File: config.mk
export PLATFORM = sky130hd
export DESIGN_NAME = vtp_yaw_stage
export DESIGN_NICKNAME = d
export VERILOG_FILES = /design/src/hdl/vtp_pkg.sv /design/src/hdl/vtp_yaw_stage.sv
export SDC_FILE = /design/constraint.sdc
export NUM_CORES = 1
export LEC_CHECK = 0
export ABC_AREA = 1
export BUFFER_PORTS_ARGS = -buffer_cell sky130_fd_sc_hd__clkbuf_2
export CAP_MARGIN = 15
export CORE_MARGIN = 3
export CORE_UTILIZATION = 50
export CTS_BUF_LIST = sky130_fd_sc_hd__clkbuf_16
export CTS_CLUSTER_DIAMETER = 60
export DETAILED_ROUTE_END_ITERATION = 7
export GPL_TIMING_DRIVEN = 0
export PLACE_DENSITY_LB_ADDON = 0.15
export SLEW_MARGIN = 20
export SYNTH_ARGS = -nofsm -noshare
export SYNTH_HDL_FRONTEND = slang
export SYNTH_SLANG_ARGS = --single-unit
File: constraint.sdc
create_clock -name clk -period 10.35 [get_ports clk]
set_clock_uncertainty 0.1 [all_clocks]
set_input_delay 0.5175 -clock clk [delete_from_list [all_inputs] [get_ports clk]]
set_output_delay 0.5175 -clock clk [all_outputs]
set_load 0.02 [all_outputs]
File: src/hdl/vtp_pkg.sv
package vtp_pkg;

    localparam int TABLE_STAGES = 24;
    localparam int GUARD_SHIFT  = 16;
    localparam int HEADROOM     = 4;
    localparam int ACC_W        = 31;
    localparam int ATAN_W       = 26;
    localparam int ANGLE_W      = 16;
    localparam int OUT_SHIFT    = 13;
    localparam int ROUND_W      = ACC_W - OUT_SHIFT;

    // angles are degrees times 2^20
    localparam logic signed [ACC_W-1:0] DEG_180 = 31'sd188743680;
    localparam logic [ACC_W-1:0] OFFSET_POS = 31'd4096;
    localparam logic [ACC_W-1:0] OFFSET_NEG = 31'd377491456;

    localparam logic [ROUND_W-1:0] FULL_TURN = 18'd46080;
    localparam logic [ANGLE_W-1:0] ANGLE_90  = 16'd11520;
    localparam logic [ANGLE_W-1:0] ANGLE_270 = 16'd34560;

    localparam logic [ATAN_W-1:0] ATAN_Q20 [TABLE_STAGES] = '{
        26'd47185920, 26'd27855475, 26'd14718068, 26'd7471121, 26'd3750058, 26'd1876857,
        26'd938658,   26'd469357,   26'd234682,   26'd117342,  26'd58671,   26'd29335,
        26'd14668,    26'd7334,     26'd3667,     26'd1833,    26'd917,     26'd458,
        26'd229,      26'd115,      26'd57,       26'd29,      26'd14,      26'd7
    };

    typedef struct packed {
        logic special;
        logic z_pos;
        logic z_neg;
    } flags_t;

    // fold into [0,360), round half up to degrees times 128, wrap a rounded 360
    function automatic logic [ANGLE_W-1:0] to_angle(input logic signed [ACC_W-1:0] acc);
        logic [ACC_W-1:0]   sum;
        logic [ROUND_W-1:0] r;
        sum = ACC_W'(acc) + (acc[ACC_W-1] ? OFFSET_NEG : OFFSET_POS);
        r = sum[ACC_W-1:OUT_SHIFT];
        if (r >= FULL_TURN)
        begin
            r = r - FULL_TURN;
        end
        return r[ANGLE_W-1:0];
    endfunction

endpackage

File: src/hdl/vtp_yaw_stage.sv
module vtp_yaw_stage #(
    parameter int W     = 36,
    parameter int SHIFT = 0
) (
    input  logic                                clk,
    input  logic                                rst_n,
    input  logic                                in_valid,
    output logic                                in_stall,
    input  logic signed [W-1:0]                 x_in,
    input  logic signed [W-1:0]                 y_in,
    input  logic signed [vtp_pkg::ACC_W-1:0]    acc_in,
    input  logic signed [W-1:0]                 u_in,
    input  logic signed [W-1:0]                 v_in,
    input  vtp_pkg::flags_t                     flags_in,
    output logic                                out_valid,
    input  logic                                out_stall,
    output logic signed [W-1:0]                 x_out,
    output logic signed [W-1:0]                 y_out,
    output logic signed [vtp_pkg::ACC_W-1:0]    acc_out,
    output logic signed [W-1:0]                 u_out,
    output logic signed [W-1:0]                 v_out,
    output vtp_pkg::flags_t                     flags_out
);

    localparam logic signed [vtp_pkg::ACC_W-1:0] ATAN_STEP =
        $signed({{(vtp_pkg::ACC_W - vtp_pkg::ATAN_W){1'b0}}, vtp_pkg::ATAN_Q20[SHIFT]});

    logic                             valid_reg;
    logic signed [W-1:0]              x_reg, y_reg, u_reg, v_reg;
    logic signed [W-1:0]              x_next, y_next, u_next, v_next;
    logic signed [W-1:0]              xs, ys, us, vs;
    logic signed [vtp_pkg::ACC_W-1:0] acc_reg, acc_next;
    vtp_pkg::flags_t                  flags_reg;

    assign xs = x_in >>> SHIFT;
    assign ys = y_in >>> SHIFT;
    assign us = u_in >>> SHIFT;
    assign vs = v_in >>> SHIFT;

    // yaw lane drives y to zero; gain lane gives the same CORDIC gain to |z|
    always_comb
    begin
        if (!y_in[W-1])
        begin
            x_next   = x_in + ys;
            y_next   = y_in - xs;
            acc_next = acc_in + ATAN_STEP;
        end
        else
        begin
            x_next   = x_in - ys;
            y_next   = y_in + xs;
            acc_next = acc_in - ATAN_STEP;
        end
        if (!v_in[W-1])
        begin
            u_next = u_in + vs;
            v_next = v_in - us;
        end
        else
        begin
            u_next = u_in - vs;
            v_next = v_in + us;
        end
    end

    assign in_stall = valid_reg && out_stall;

    always_ff @(posedge clk or negedge rst_n)
    begin
        if (!rst_n)
        begin
            valid_reg <= 1'b0;
        end
        else if (!in_stall)
        begin
            valid_reg <= in_valid;
        end
    end

    always_ff @(posedge clk)
    begin
        if (!in_stall && in_valid)
        begin
            x_reg     <= x_next;
            y_reg     <= y_next;
            acc_reg   <= acc_next;
            u_reg     <= u_next;
            v_reg     <= v_next;
            flags_reg <= flags_in;
        end
    end

    assign out_valid = valid_reg;
    assign x_out     = x_reg;
    assign y_out     = y_reg;
    assign acc_out   = acc_reg;
    assign u_out     = u_reg;
    assign v_out     = v_reg;
    assign flags_out = flags_reg;

endmodule

---- Word level (Yosys, flattened, before mapping) ----
Cells that the tools add are included.
cells by class
  $add $sub $neg .......................... 8
  muxes and demuxes ....................... 5
  reductions and logical operators ........ 3
operators by type and width
  cell                    count
  $mux 36                 4
  $sub 36x36->36          4
  $add 36x36->36          2
  $add 31x27->31 const B  1
  $mux 31                 1
  $sub 31x27->31 const B  1
  $logic_and 1x1->1       2
  $logic_not 1->1         1
storage, ports and cells
  register bits after elaboration ......... 179
  input bits .............................. 182
  output and inout port bits .............. 180
  word-level logic and storage cells ...... 25

---- Longest topological paths before layout ----
Gate-level depths: netlist (run 1).
  word-level depth ........................ 3
  gate-level depth with buffers ........... 17
  gate-level depth less buffers ........... 17

---- Least setup slack after synthesis (run 1) ----
Ideal clock, no wire load.
  kind .................................... in2reg
  start ................................... input port out_stall
  end ..................................... register acc_reg (netlist bit acc_out[0]) (enable)
  setup time .............................. 0.715 ns
  data arrival time ....................... 8.015 ns
  data required time ...................... 9.535 ns
  setup slack ............................. 1.520 ns
  stages .................................. 3
  buffers on the path ..................... 0
  path through ............................ nand2_1 -> inv_1 -> nor2_1
between the ends
  longest elaborated chain between the ends .. 3
RTL lines
  item                    RTL line             text
  start: declaration      vtp_yaw_stage.sv:16  input logic out_stall,
  $logic_and 1x1->1       vtp_yaw_stage.sv:67  assign in_stall = valid_reg && out_stall;
  named net in_stall      vtp_yaw_stage.sv:8   output logic in_stall,
  $logic_not 1->1         vtp_yaw_stage.sv:83  if (!in_stall && in_valid)
  $logic_and 1x1->1       vtp_yaw_stage.sv:83
  end signal: assignment  vtp_yaw_stage.sv:87  acc_reg <= acc_next;
  end: declaration        vtp_yaw_stage.sv:32  logic signed [vtp_pkg::ACC_W-1:0] acc_reg, acc_next;
The timed path passes the listed nets, and every way through them passes these cells.
A chain may end at the register's enable or synchronous reset.

---- Final worst setup path (run 1) ----
  start ................................... input port y_in[35]
  end ..................................... register acc_reg (netlist bit acc_out[28]), data pin
between the ends
  longest elaborated chain between the ends .. 1
RTL lines
  item                          RTL line             text
  start: declaration            vtp_yaw_stage.sv:10  input logic signed [W-1:0] y_in,
  $mux 31                       vtp_yaw_stage.sv:43  if (!y_in[W-1])
  named net acc_next (one bit)  vtp_yaw_stage.sv:32
The timed path passes the listed nets, and every way through them passes these cells.

==> impl_metrics.py, run 1 <==
metrics = {
    "logic_synthesis": {
        "synth_seq_cells": 177,
        "netlist_instances": 3296,
        "postSynthAreaPerCell_um2": 6.439,
        "syn_area_mm2": 0.02122,
        "synthXorXnorAreaFrac_pct": 2.889,
        "ys_async_sr_fraction_pct": 0.5650,
        "synth_edf_count": 176,
        "synthMuxAreaShare_pct": 0,
        "ys.flop_type": "edfxtp_1",
        "synth-seq-area-share_pct": 25.02,
        "synth_compound_area_share_pct": 13.90,
        "ys_warn_count": 0,
        "syn-num-nets": 3704,
        "synth_fa_ha_area_share_pct": 13.57,
        "yosys.area.top_type": "edfxtp_1",
        "yosys-top-cells-count": "961 x nand2_1, 479 x inv_1, 306 x nand3_1",
        "post-synth-top-count-cell": "nand2_1",
        "synth.top_cell.area_share_pct": 24.90,
        "ys_types": 45,
        "synth_top_family_by_area": "simple AND/OR/NAND/NOR gates",
        "synth.area.top_cells": "edfxtp_1 25%, nand2_1 17%, ha_1 13%",
        "synthSimpleGateAreaFrac_pct": 33.20,
    },
    "global_route": {
        "use_met3_pct": 9.488,
        "busiest_layer": "met2",
        "grt_max_degree": 29,
        "met1_usage_pct": 48.84,
        "met2_usage_pct": 49.44,
        "grt_overflow_total": 0,
        "track_usage_pct": 34.11,
        "grt_pass1_vias": 20620,
        "antenna_found_initial": 1,
        "grt_pass1_wl_um": 117000,
    },
    "clocking": {
        "cts.path.max_buffers": 2,
        "post_cts.repair.setup_buffers": 0,
        "insertion_delay_ns": 0.48,
        "htreeDepth": 4,
        "clock_sinks": 177,
        "path_clk_slew_ns": 0.08,
        "cts_tree": "built",
        "cts_root_buf": "clkbuf_16",
        "cts-buffers-inserted": 17,
    },
    "sta": {
        "grt_setup_unrepaired": "no",
        "fin_crit_sh_pct": 29.17,
        "period_minus_slack_ns": 3.019,
        "maxSlewViolCount": 0,
        "postLayoutSetupSlackWorst_ns": 7.331,
        "hold_ws_ns": 0.1029,
        "setup_violations": 0,
        "hold_viol": 0,
        "timing.fmax_ghz": 0.3312,
        "finalSetupTns_ns": 0,
        "tightest_slew_ns": 1.134,
        "relSlewSlack_pct": 24.41,
    },
    "placement": {
        "dp_cells": 4194,
        "dp_hpwl_um": 65330,
        "place_area_mm2": 0.02383,
        "io_buffers": 360,
        "place_congestion": 1.031,
        "dp_slack_ns": 6.869,
    },
    "pwr": {
        "peakVddDrop_mv": 0.1136,
        "power_density_mw_per_mm2": 115.5,
        "finalPower_mw": 2.819,
        "leakage_nw": 12.73,
    },
    "floorplan": {
        "initial_utilization_pct": 51.28,
        "core_mm2": 0.04139,
        "ioPinCount": 362,
        "row_count": 74,
        "fp.dieH_um": 212.0,
        "fp.dieW_um": 212.0,
        "die_area_mm2": 0.04495,
    },
    "critical_path": {
        "cp_data_arrival_time_ns": 3.16,
        "worstSetupPathType": "primary input to flop",
        "worstPathMaxFanout": 13,
        "rr_endpoint": "x_out[29]",
        "reg2reg_slack_ns": 7.88,
        "cp.required_ns": 10.49,
        "rr_worst_depth": 7,
        "cp-end-kind": "flop",
        "r2r_start": "out_valid",
        "startpoint_type": "primary input",
        "startpoint": "y_in[35]",
    },
    "drt": {
        "drt_iter0_drc": 3039,
        "wire_per_inst_um": 18.63,
        "via_count": 23420,
        "antenna_left": 0,
        "drt-total-wl_um": 78760,
        "dr.pass1.iters": 7,
        "routed_via_density": 5.539,
        "remaining_drc_errors": 0,
    },
    "final_layout": {
        "layout-drive-gt1-share_pct": 14.67,
        "fill_cells": 4219,
        "utilization_pct": 58.98,
        "area_growth_pct": 15.01,
        "final_nets": 4090,
        "finalNonFillerCells": 4228,
        "finish.instance_area_mm2": 0.02441,
    },
    "worst_hold_path": {
        "holdPathStages": 1,
        "hold_start": "acc_in[9]",
        "hold_end": "acc_out[9]",
        "holdCritPathClass": "primary input to flop",
    },
    "status": {
        "outcome": "finished clean",
    },
    "run": {
        "max_cap_viol_count": 0,
    },
}
layout by cell type, fill, tap and decap left out, drive strengths merged:
| cell | netlist | routed |
|---|---|---|
| buf | 77 | 83 |
| ha | 219 | 219 |
| inv | 499 | 507 |
| xor2 | 65 | 65 |
| a31oi | 5 | 5 |
| nand3b | 2 | 2 |
| o31ai | 5 | 5 |
| or2 | 11 | 11 |
| o21a | 1 | 1 |
| nor4 | 6 | 6 |
| fa | 7 | 7 |
| xnor2 | 5 | 5 |
| clkinvlp | 0 | 1 |
| nor3 | 42 | 42 |
| dfrtp | 1 | 1 |
| o2111ai | 1 | 1 |
| o21bai | 31 | 31 |
| nor2 | 315 | 315 |
| clkinv | 0 | 6 |
| o211ai | 5 | 5 |
| o22ai | 17 | 17 |
| a21o | 18 | 18 |
| clkbuf | 14 | 391 |
| a21boi | 7 | 7 |
| nand3 | 309 | 309 |
| a21oi | 258 | 258 |
| nand4 | 15 | 15 |
| and2 | 9 | 9 |
| diode | 0 | 1 |
| edfxtp | 176 | 176 |
| o21ai | 197 | 197 |
| dlygate4sd3 | 0 | 1 |
| nand2 | 979 | 979 |
flip-flops by register name, summed over array words and instances, names as in the netlist:
signal / count
y_out: 36
u_out: 36
x_out: 35
out_valid: 1
flags_out: 3
acc_out: 31
v_out: 35
critical path: stages:
cell and delay [ns]:
clkbuf_2 0.19, clkbuf_1 0.52, inv_2 0.25, buf_2 0.37
ha_1 0.43, a21oi_1 0.22, o21ai_0 0.15, a21oi_1 0.26
nor2_1 0.07, nor2_1 0.11, xnor2_1 0.07
final cells by class:
class	count	area, um2	area share [%]
multi-input cells	2529	13500	55.30
clock buffers	17	425.4	1.743
flip-flops and latches	177	5310	21.76
diodes	1	2.502	0.01025
well taps	532	665.6	2.727
plain buffers	91	551.8	2.261
inverters	499	1873	7.674
clock inverters	15	143.9	0.5895
repair buffers	367	1939	7.945
where the power goes:
group,total (mW),internal [mW],leakage [nW],switching [mW]
Combinational,1.27,0.384,10.8,0.886
Clock,0.641,0.317,0.277,0.324
Sequential,0.907,0.888,1.69,0.0188
worst max-delay path by stage:
stage | to | slack (ns) | cells after the start
global route | acc_out[28] | 7.18 | 11
finish | acc_out[28] | 7.33 | 11
global placement | x_out[25] | -1.71 | 4
CTS | acc_out[28] | 7.41 | 11
floorplan | acc_out[0] | 1.52 | 3
detailed placement | acc_out[28] | 6.87 | 11
routing by layer:
layer	share of wire (%)	up-vias
met3	13	151
li1	-	11430
met4	2.9	0
met1	44	10450
met2	41	1384
met5	0	-
logic make-up (layout without fill, tap and decap cells):
family / after synthesis / after routing
flip-flops: 177 / 177
other: 0 / 1
XOR/XNOR: 70 / 70
AND/OR/NAND/NOR: 1688 / 1688
buffers and inverters: 590 / 989
adder cells (fa/ha/maj): 226 / 226
AO/OA/AOI/OAI: 545 / 545
timing repair:
item | in CTS | in global routing
hold buffers | 1 | 0
gates resized for setup | 0 | 0
hold endpoints to repair | 1 | 0
Note: power is estimated with default switching activity, not from simulation.
==> run 2, diff against run 1 <==
--- a/config.mk
+++ b/config.mk
@@ -5,7 +5,7 @@
 export SDC_FILE = /design/constraint.sdc
 export NUM_CORES = 1
 export LEC_CHECK = 0
-export ABC_AREA = 1
+export ABC_AREA = 0
 export BUFFER_PORTS_ARGS = -buffer_cell sky130_fd_sc_hd__clkbuf_2
 export CAP_MARGIN = 15
 export CORE_MARGIN = 3
==> constraint.sdc (replaced) <==
create_clock -name clk -period 2.84 [get_ports clk]
set_clock_uncertainty 0.1 [all_clocks]
set_input_delay 0.142 -clock clk [delete_from_list [all_inputs] [get_ports clk]]
set_output_delay 0.142 -clock clk [all_outputs]
set_load 0.02 [all_outputs]
==> impl_metrics.py, run 2 <==
metrics = {
    "status": {
        "outcome": "finished, violations left",
        "failed_checks": "negative setup slack",
    },
    "drt": {
        "drt_iter0_drc": 2213,
        "drt-total-wl_um": 75300,
        "wire_per_inst_um": 23.90,
        "antenna_left": 0,
        "via_count": 19920,
        "routed_via_density": 6.321,
        "dr.pass1.iters": 6,
        "remaining_drc_errors": 0,
    },
    "final_layout": {
        "seq_area_mm2": 0.005311,
        "finalNonFillerCells": 3151,
        "layout_commonest_cell": "clkbuf_2",
        "layout-drive-gt1-share_pct": 22.95,
        "area_growth_pct": 24.82,
        "utilization_pct": 64.27,
        "final_nets": 3083,
        "mostFrequentLayoutCells": "374 x clkbuf_2, 251 x a21oi_1, 223 x inv_1",
        "fill_cells": 3114,
        "multi_input_area_mm2": 0.01281,
    },
    "placement": {
        "place_congestion": 1.031,
        "io_buffers": 361,
        "dp_cells": 3060,
        "dp_hpwl_um": 58850,
        "dp_slack_ns": -1.137,
    },
    "critical_path": {
        "r2r_start": "out_valid",
        "reg2reg_slack_ns": 0.67,
        "cp_common_cell": "a41oi_2",
        "rr_worst_depth": 5,
        "startpoint": "x_in[2]",
        "cp_data_arrival_time_ns": 3.05,
        "cp.required_ns": 2.99,
        "worstSetupPathType": "primary input to flop",
        "slowest_stage": "a211oi_4",
        "startpoint_type": "primary input",
        "cp-end-kind": "flop",
        "cp_cell_sequence": "clkbuf_2 -> inv_1 -> ha_1 -> clkinvlp_4 -> a21oi_4 -> o221ai_4 -> a211oi_4 -> o311ai_4 -> a41oi_2 -> o41a_1 -> a41oi_2 -> xnor2_1",
        "slowest_delay_ns": 0.48,
        "worstPathMaxFanout": 8,
    },
    "global_route": {
        "grt_pass1_wl_um": 110000,
        "track_usage_pct": 36.23,
        "grt_pass1_vias": 19240,
        "grt_overflow_total": 0,
        "antenna_found_initial": 3,
        "grt_max_degree": 31,
    },
    "clocking": {
        "cts_tree": "built",
        "insertion_delay_ns": 0.47,
        "cts_root_buf": "clkbuf_16",
        "path_clk_slew_ns": 0.08,
        "cts-buffers-inserted": 17,
        "clock_sinks": 177,
        "cts.path.max_buffers": 2,
        "htreeDepth": 4,
    },
    "logic_synthesis": {
        "syn_area_mm2": 0.01858,
        "synth_compound_area_share_pct": 27.01,
        "ys_warn_count": 0,
        "synthXorXnorAreaFrac_pct": 6.505,
        "netlist_instances": 2232,
        "synth_fa_ha_area_share_pct": 15.50,
        "yosys.area.top_type": "edfxtp_1",
        "synth.top_cell.area_share_pct": 28.44,
        "synthSimpleGateAreaFrac_pct": 13.88,
        "synth-seq-area-share_pct": 28.58,
        "synth.area.top_cells": "edfxtp_1 28%, ha_1 15%, a21oi_1 7.2%",
        "ys_async_sr_fraction_pct": 0.5650,
        "synth_top_family_by_area": "compound AO/OA/AOI/OAI gates",
        "yosys-top-cells-count": "267 x a21oi_1, 226 x inv_1, 219 x ha_1",
        "synth_seq_cells": 177,
        "ys_types": 84,
        "postSynthAreaPerCell_um2": 8.325,
        "synth_edf_count": 176,
        "synthMuxAreaShare_pct": 1.670,
        "post-synth-top-count-cell": "a21oi_1",
        "syn-num-nets": 2640,
        "ys.flop_type": "edfxtp_1",
    },
    "worst_hold_path": {
        "holdPathStages": 3,
        "hold_start": "y_in[0]",
        "holdCritPathClass": "primary input to flop",
    },
    "sta": {
        "tightest_slew_ns": 1.124,
        "maxSlewViolCount": 0,
        "postLayoutSetupSlackWorst_ns": -0.05142,
        "hold_viol": 0,
        "timing.fmax_ghz": 0.3459,
        "relSlewSlack_pct": 25.08,
        "grt_setup_unrepaired": "yes",
        "setup_violations": 7,
        "finalSetupTns_ns": -0.1630,
        "period_minus_slack_ns": 2.891,
        "fin_crit_sh_pct": 101.8,
    },
    "floorplan": {
        "die_area_mm2": 0.03951,
        "row_count": 69,
        "initial_utilization_pct": 51.49,
        "fp.dieH_um": 198.8,
        "core_mm2": 0.03609,
        "fp.dieW_um": 198.8,
        "ioPinCount": 362,
    },
    "pwr": {
        "peakVddDrop_mv": 0.4765,
        "leakage_nw": 10.18,
        "power_density_mw_per_mm2": 458.5,
        "finalPower_mw": 10.63,
    },
    "run": {
        "max_cap_viol_count": 0,
    },
}
## run 2: layout make-up
cell class                      instances  area share (%)
Multi-Input combinational cell       1722           55.24
Sequential cell                       177           22.90
Timing Repair Buffer                  431           10.98
Inverter                              233           3.819
Tap cell                              461           2.487
Buffer                                 93           1.899
Clock buffer                           17           1.834
Clock inverter                         15          0.8254
Antenna cell                            2         0.02158
## run 2: path summary, 6_finish.rpt
check	to
max	y_out[32]
min	y_out[0]
max reg2reg	x_out[32]
min reg2reg	acc_out[0]
max in group asynchronous	out_valid
min in group asynchronous	out_valid
## run 2: repair_timing
item | in CTS | in global routing
gates resized for setup | 95 | 138
pin swaps | 27 | 43
buffers inserted | 12 | 22
hold endpoints to repair | 30 | 0
endpoints found under the setup margin | 60 | 69
hold buffers | 30 | 0
## run 2: through the flow
stage	area, um2	hold WS (ns)
detailed placement	21110	-0.1823
floorplan	18600	-0.2536
finish	23190	0.007818
CTS	22570	0.004450
global route	23190	0.01679
global placement	20980	-0.1838
## run 2: kinds of logic (layout without fill, tap and decap cells)
group	Yosys count	in the layout
mux	31	31
compound gates	786	786
buf+inv	333	789
xor+xnor	138	138
fa+ha+maj	226	226
flops	177	177
other cells	0	2
simple gates	541	541
## run 2: per-layer routing
metal  up-vias  part of all wire (%)  GRT usage [%]
li1       8950                     -              -
met1      9364                    37          44.30
met2      1294                    47          60.70
met3       307                   9.2          6.623
met4         2                   6.4          19.68
met5         -                 0.017              0
## run 2: power by group
group	total (mW)	leakage [nW]	internal, mW	switching, mW
combinational	4.69	8.19	1.64	3.05
clock	2.55	0.302	1.27	1.28
sequential	3.39	1.69	3.31	0.0815
## run 2: critical path, delay by kind of cell
kind / cells / cell delay (ns)
xor+xnor: 1 / 0.33
fa+ha+maj: 1 / 0.37
buf+inv: 3 / 0.42
compound gates: 7 / 1.76
